## src/sv/wst_pkg.sv

```systemverilog
// Shared types and codes for the weighted sum-tree sampler.
// No dependencies; the sequencer, datapath, top level and bench refer to it by scoped names.
package wst_pkg;

  localparam int SLOT_BITS    = 8;
  localparam int WEIGHT_BITS  = 16;
  localparam int PAYLOAD_BITS = 32;
  localparam int RANDOM_BITS  = 31;

  typedef enum logic [1:0] {
    OP_ADD   = 2'd0,
    OP_SET   = 2'd1,
    OP_CLEAR = 2'd2,
    OP_PICK  = 2'd3
  } op_e;

  localparam logic [1:0] ST_OK    = 2'd0;
  localparam logic [1:0] ST_FULL  = 2'd1;
  localparam logic [1:0] ST_EMPTY = 2'd2;
  localparam logic [1:0] ST_BAD   = 2'd3;

  typedef struct packed {
    logic [1:0]              operation;
    logic [SLOT_BITS-1:0]    slot;
    logic [WEIGHT_BITS-1:0]  weight;
    logic [PAYLOAD_BITS-1:0] payload;
    logic [RANDOM_BITS-1:0]  random_value;
  } req_t;

  typedef struct packed {
    logic [SLOT_BITS-1:0]    result_slot;
    logic [PAYLOAD_BITS-1:0] result_payload;
    logic [1:0]              status;
  } rsp_t;

  typedef enum logic [3:0] {
    S_IDLE, S_DECODE, S_POP, S_WRITE, S_CHR, S_CHSUM, S_UPRD, S_UPWR,
    S_TOTAL, S_MUL, S_DL, S_DLC, S_DRC
  } state_e;

  typedef enum logic [4:0] {
    CMD_NONE, CMD_LATCH, CMD_POP, CMD_POP_TAKE, CMD_NEW, CMD_SEL_SLOT,
    CMD_WRITE, CMD_CH_R, CMD_CH_SUM, CMD_UP_RD, CMD_UP_WR, CMD_TOTAL,
    CMD_TOTAL_CHK, CMD_MUL, CMD_DESC_L, CMD_GO_LEFT, CMD_GO_RIGHT_CHK,
    CMD_GO_RIGHT, CMD_PICK, CMD_FIN_OK, CMD_FIN_FULL, CMD_FIN_EMPTY, CMD_FIN_BAD
  } cmd_e;

  typedef struct packed {
    op_e  op;
    logic w_zero;
    logic slot_bad;
    logic has_free;
    logic full;
    logic total_zero;
    logic below;
    logic at_root;
  } dp_stat_t;

endpackage

```

## src/sv/wst_ctrl.sv

```systemverilog
// Sequencer for the sum-tree sampler: decodes a request and steps the datapath.
// Depends on wst_pkg.
module wst_ctrl (
  input  logic              clk_i,
  input  logic              rst_ni,
  input  logic              start_i,
  input  wst_pkg::dp_stat_t stat_i,
  output wst_pkg::cmd_e     cmd_o,
  output logic              busy_o
);

  wst_pkg::state_e state_q, state_d;

  // state register
  always_ff @(posedge clk_i or negedge rst_ni) begin
    if (!rst_ni) begin
      state_q <= wst_pkg::S_IDLE;
    end else begin
      state_q <= state_d;
    end
  end

  // next state and command
  always_comb begin
    state_d = state_q;
    cmd_o   = wst_pkg::CMD_NONE;
    case (state_q)
      wst_pkg::S_IDLE: begin
        if (start_i) begin
          cmd_o   = wst_pkg::CMD_LATCH;
          state_d = wst_pkg::S_DECODE;
        end
      end
      wst_pkg::S_DECODE: begin
        case (stat_i.op)
          wst_pkg::OP_ADD: begin
            if (stat_i.w_zero) begin
              cmd_o   = wst_pkg::CMD_FIN_BAD;
              state_d = wst_pkg::S_IDLE;
            end else if (stat_i.has_free) begin
              cmd_o   = wst_pkg::CMD_POP;
              state_d = wst_pkg::S_POP;
            end else if (stat_i.full) begin
              cmd_o   = wst_pkg::CMD_FIN_FULL;
              state_d = wst_pkg::S_IDLE;
            end else begin
              cmd_o   = wst_pkg::CMD_NEW;
              state_d = wst_pkg::S_WRITE;
            end
          end
          wst_pkg::OP_SET: begin
            if (stat_i.slot_bad || stat_i.w_zero) begin
              cmd_o   = wst_pkg::CMD_FIN_BAD;
              state_d = wst_pkg::S_IDLE;
            end else begin
              cmd_o   = wst_pkg::CMD_SEL_SLOT;
              state_d = wst_pkg::S_WRITE;
            end
          end
          wst_pkg::OP_CLEAR: begin
            if (stat_i.slot_bad) begin
              cmd_o   = wst_pkg::CMD_FIN_BAD;
              state_d = wst_pkg::S_IDLE;
            end else begin
              cmd_o   = wst_pkg::CMD_SEL_SLOT;
              state_d = wst_pkg::S_WRITE;
            end
          end
          default: begin
            cmd_o   = wst_pkg::CMD_TOTAL;
            state_d = wst_pkg::S_TOTAL;
          end
        endcase
      end
      wst_pkg::S_POP: begin
        cmd_o   = wst_pkg::CMD_POP_TAKE;
        state_d = wst_pkg::S_WRITE;
      end
      wst_pkg::S_WRITE: begin
        cmd_o   = wst_pkg::CMD_WRITE;
        state_d = wst_pkg::S_CHR;
      end
      wst_pkg::S_CHR: begin
        cmd_o   = wst_pkg::CMD_CH_R;
        state_d = wst_pkg::S_CHSUM;
      end
      wst_pkg::S_CHSUM: begin
        cmd_o   = wst_pkg::CMD_CH_SUM;
        state_d = wst_pkg::S_UPRD;
      end
      wst_pkg::S_UPRD: begin
        if (stat_i.at_root) begin
          cmd_o   = wst_pkg::CMD_FIN_OK;
          state_d = wst_pkg::S_IDLE;
        end else begin
          cmd_o   = wst_pkg::CMD_UP_RD;
          state_d = wst_pkg::S_UPWR;
        end
      end
      wst_pkg::S_UPWR: begin
        cmd_o   = wst_pkg::CMD_UP_WR;
        state_d = wst_pkg::S_UPRD;
      end
      wst_pkg::S_TOTAL: begin
        if (stat_i.total_zero) begin
          cmd_o   = wst_pkg::CMD_FIN_EMPTY;
          state_d = wst_pkg::S_IDLE;
        end else begin
          cmd_o   = wst_pkg::CMD_TOTAL_CHK;
          state_d = wst_pkg::S_MUL;
        end
      end
      wst_pkg::S_MUL: begin
        cmd_o   = wst_pkg::CMD_MUL;
        state_d = wst_pkg::S_DL;
      end
      wst_pkg::S_DL: begin
        cmd_o   = wst_pkg::CMD_DESC_L;
        state_d = wst_pkg::S_DLC;
      end
      wst_pkg::S_DLC: begin
        if (stat_i.below) begin
          cmd_o   = wst_pkg::CMD_GO_LEFT;
          state_d = wst_pkg::S_DL;
        end else begin
          cmd_o   = wst_pkg::CMD_GO_RIGHT_CHK;
          state_d = wst_pkg::S_DRC;
        end
      end
      wst_pkg::S_DRC: begin
        if (stat_i.below) begin
          cmd_o   = wst_pkg::CMD_GO_RIGHT;
          state_d = wst_pkg::S_DL;
        end else begin
          cmd_o   = wst_pkg::CMD_PICK;
          state_d = wst_pkg::S_WRITE;
        end
      end
      default: begin
        state_d = wst_pkg::S_IDLE;
      end
    endcase
  end

  assign busy_o = (state_q != wst_pkg::S_IDLE);

endmodule

```

## config.mk

```make
export PLATFORM = sky130hd
export DESIGN_NAME = wst_ctrl
export DESIGN_NICKNAME = d
export VERILOG_FILES = /design/src/sv/wst_pkg.sv /design/src/sv/wst_ctrl.sv
export SDC_FILE = /design/constraint.sdc
export NUM_CORES = 1
export LEC_CHECK = 0
export BUFFER_PORTS_ARGS = -buffer_cell sky130_fd_sc_hd__buf_2
export CORE_AREA = 2 2 39 41
export DETAILED_ROUTE_END_ITERATION = 8
export DIE_AREA = 0 0 41 43
export PLACE_DENSITY_LB_ADDON = 0.25
export SETUP_SLACK_MARGIN = 0.5
export SLEW_MARGIN = 40
export SYNTH_ARGS = -nofsm -noshare
export SYNTH_HDL_FRONTEND = slang
export SYNTH_SLANG_ARGS = --single-unit
```

## constraint.sdc

```tcl
create_clock -name clk_i -period 3.1 [get_ports clk_i]
set_clock_uncertainty 0.2 [all_clocks]
set_input_delay 0 -clock clk_i [delete_from_list [all_inputs] [get_ports clk_i]]
set_output_delay 0 -clock clk_i [all_outputs]
set_load 0.05 [all_outputs]
```

==> summary.txt <==
Run status
  • Outcome: complete, no violations

Finish
  • Ratio of cells with drive above 1 in the final layout: 0.2056
  • Largest register by flop count: state_q
  • Area grow syn2layout: 19.69%
  • Max reg flops: 4
  • Largest regs: state_q (4)
  • NumNets Final: 125
  • Filler cell count: 151
  • Commonest non-fill, non-tap cell in the layout: buf_2
  • Inserted Diodes: 0
  • Most frequent cells in the layout: buf_2, a21oi_1, inv_1, o21ai_0

Synthesis
  • Ys flop type: dfrtp_1
  • Post-synthesis compound-gate area fraction: 0.3821
  • Top-area cell type share of the netlist area: 0.1559
  • Largest family of logic cells by synthesized area: compound AO/OA/AOI/OAI gates
  • Mapped Avg Cell Area: 7.212 sq um
  • Post-synth EDFFs: 0
  • Synth area leaders: dfrtp_1, a21oi_1, ha_1, o21ai_0, nor3_1
  • Post-Synth XOR/XNOR Area: 0
  • Ys Warns: 0
  • Netlist cell types: 35
  • Cell accounting for the most synthesized area: dfrtp_1
  • Mapped cell area: 641.9 sq um
  • Yosys reg bits: 4
  • Mux share of post-synthesis cell area: 0
  • Synth Net Count: 105
  • Synthesized instance count: 89
  • Register area share after synthesis: 0.1559
  • Adder-cell share of the synthesized area: 0.07797
  • Synth Area in Simple Gates: 0.2632
  • Ys async rst share: 1.000

Global routing
  • First-pass GRT wire length: 2608 um
  • Gr usage total: 0.2101
  • Vias in the first global route: 627
  • Largest net degree at the start of global routing: 19
  • Antenna violations before repair: 0
  • GRT overflow: 0

Timing
  • Worst slew pin tran: 578.0 ps
  • Final Hold Fails: 0
  • Unrepaired setup endpoints after global routing: no
  • Period utilization: 0.7316
  • Tmin final: 2268 ps
  • Max Slew Vio Count: 0
  • Max Clk Rate: 0.4409 GHz
  • Relative slew slack: 0.6147
  • Total Neg Setup Slack: 0 ps
  • Setup Viol. Count Final: 0

Die
  • Initial Util: 0.4638
  • Die W: 41 um
  • # IOs: 18
  • Site row count: 14
  • Core box area: 1384 sq um
  • Vert. Die Dim: 43 um
  • Die ar.: 1763 sq um

Power and ir drop
  • Cell Pwr Density: 1115 nW/um^2
  • Static leakage: 0.3535 nW
  • Power, Total: 0.8568 mW
  • VDD IR max: 0.0005953 V

Clock tree
  • TritonCTS Buffers: 3
  • H-tree depth: 1
  • Clk sink count: 4
  • CTS tree: built
  • Max Root-Sink Buffers: 2
  • # resized after CTS: 0
  • Worst skew pair latency: 220 ps
  • Worst-path clk slew: 40 ps
  • CTS root buf: clkbuf_4

Detailed routing
  • DRT Pass-1 Iters: 4
  • Drt wl/cell: 12.81 um
  • Via count: 711
  • Antenna Nets Post-Route: 0
  • Drt initial violations: 17
  • DRC: 0
  • Final WL: 1576 um
  • Vias per cell: 5.780

Critical path
  • Setup Crit Path Kind: reg -> reg
  • CP Capture Type: register
  • WP data arrival: 2220 ps
  • Setup crit start kind: register
  • CP required: 3050 ps
  • Critical path fanouts, max: 18

Job
  • Max-cap viol count: 0

Placed design
  • Hpwl dp: 1185 um
  • PortBufs: 17
  • RD Place Congestion: 0.8273

Hold path
  • Min-Delay Path Class: in -> reg
-- synthesized netlist by cell type, types with 4 or more instances --
master,instances
nor2_1,6
o21ai_0,7
a21oi_1,11
o22ai_1,4
nor3_1,6
nand2_1,6
dfrtp_1,4
inv_1,7
ha_1,4
-- critical path, cell delays in order (launching register included) --
cell and delay [ps]:
dfrtp_1 650, nor4b_4 350, nand2b_2 120, o21bai_1 180
a21oi_1 130, dlygate4sd3_1 580
-- cell families after synthesis --
logic type / after synthesis
buf+inv: 14
fa+ha+maj: 4
compound gates: 38
flops: 4
simple gates: 29
-- what timing repair did --
item,4_1_cts,5_1_grt
buffers inserted,0,0
hold buffers,5,0
endpoints found under the hold margin,6,0
-- per-stage QoR --
| step | instance area [sq um] | hold WS [ps] | utilization | worst slack [ps] | std cells |
|---|---|---|---|---|---|
| 4_1_cts | 768.2 | 73.94 | 0.5552 | 844.2 | 123 |
| 5_1_grt | 768.2 | 114.1 | 0.5552 | 704.5 | 123 |
| 6_report | 768.2 | 64.39 | 0.5552 | 832.0 | 123 |
| 2_1_floorplan | 641.9 | -495.6 | - | 957.5 | 89 |
| 3_3_place_gp | 695.7 | -391.8 | 0.5027 | 1161 | 115 |
| 3_5_place_dp | 695.7 | -394.8 | 0.5027 | 1194 | 115 |
-- layout make-up --
type | instances | area, sq um | share of cell area
clock buffer | 3 | 22.52 | 0.02932
inverter | 7 | 26.28 | 0.03420
multi-input combinational | 71 | 464.2 | 0.6042
sequential | 4 | 100.1 | 0.1303
tap | 16 | 20.02 | 0.02606
timing repair buffer | 22 | 135.1 | 0.1759
-- per-layer routing --
metal	wire, um	global-route usage	share of wire
met3	87	0.02618	0.055
met5	0	0	0
met4	14	0.06000	0.0089
met2	739	0.3250	0.47
met1	734	0.2951	0.47
-- where the power goes --
part	switching (mW)	internal [mW]	leakage, nW
Clock	0.0186	0.0431	0.0138
Sequential	0.117	0.0770	0.0504
Combinational	0.394	0.207	0.289
-- final timing paths --
check	from	to	slack [ps]	cells after the start
worst max-delay path	state_q[0]$_DFFE_PN0P_	state_q[0]$_DFFE_PN0P_	830	5
worst min-delay path	stat_i[0]	state_q[2]$_DFFE_PN0P_	60	4
worst max register to register	state_q[0]$_DFFE_PN0P_	state_q[0]$_DFFE_PN0P_	830	5
worst min register to register	state_q[3]$_DFFE_PN0P_	state_q[2]$_DFFE_PN0P_	630	1
max in group asynchronous	rst_ni	state_q[3]$_DFFE_PN0P_	2060	3
min in group asynchronous	rst_ni	state_q[2]$_DFFE_PN0P_	470	3
(Power assumes the default switching activity.)
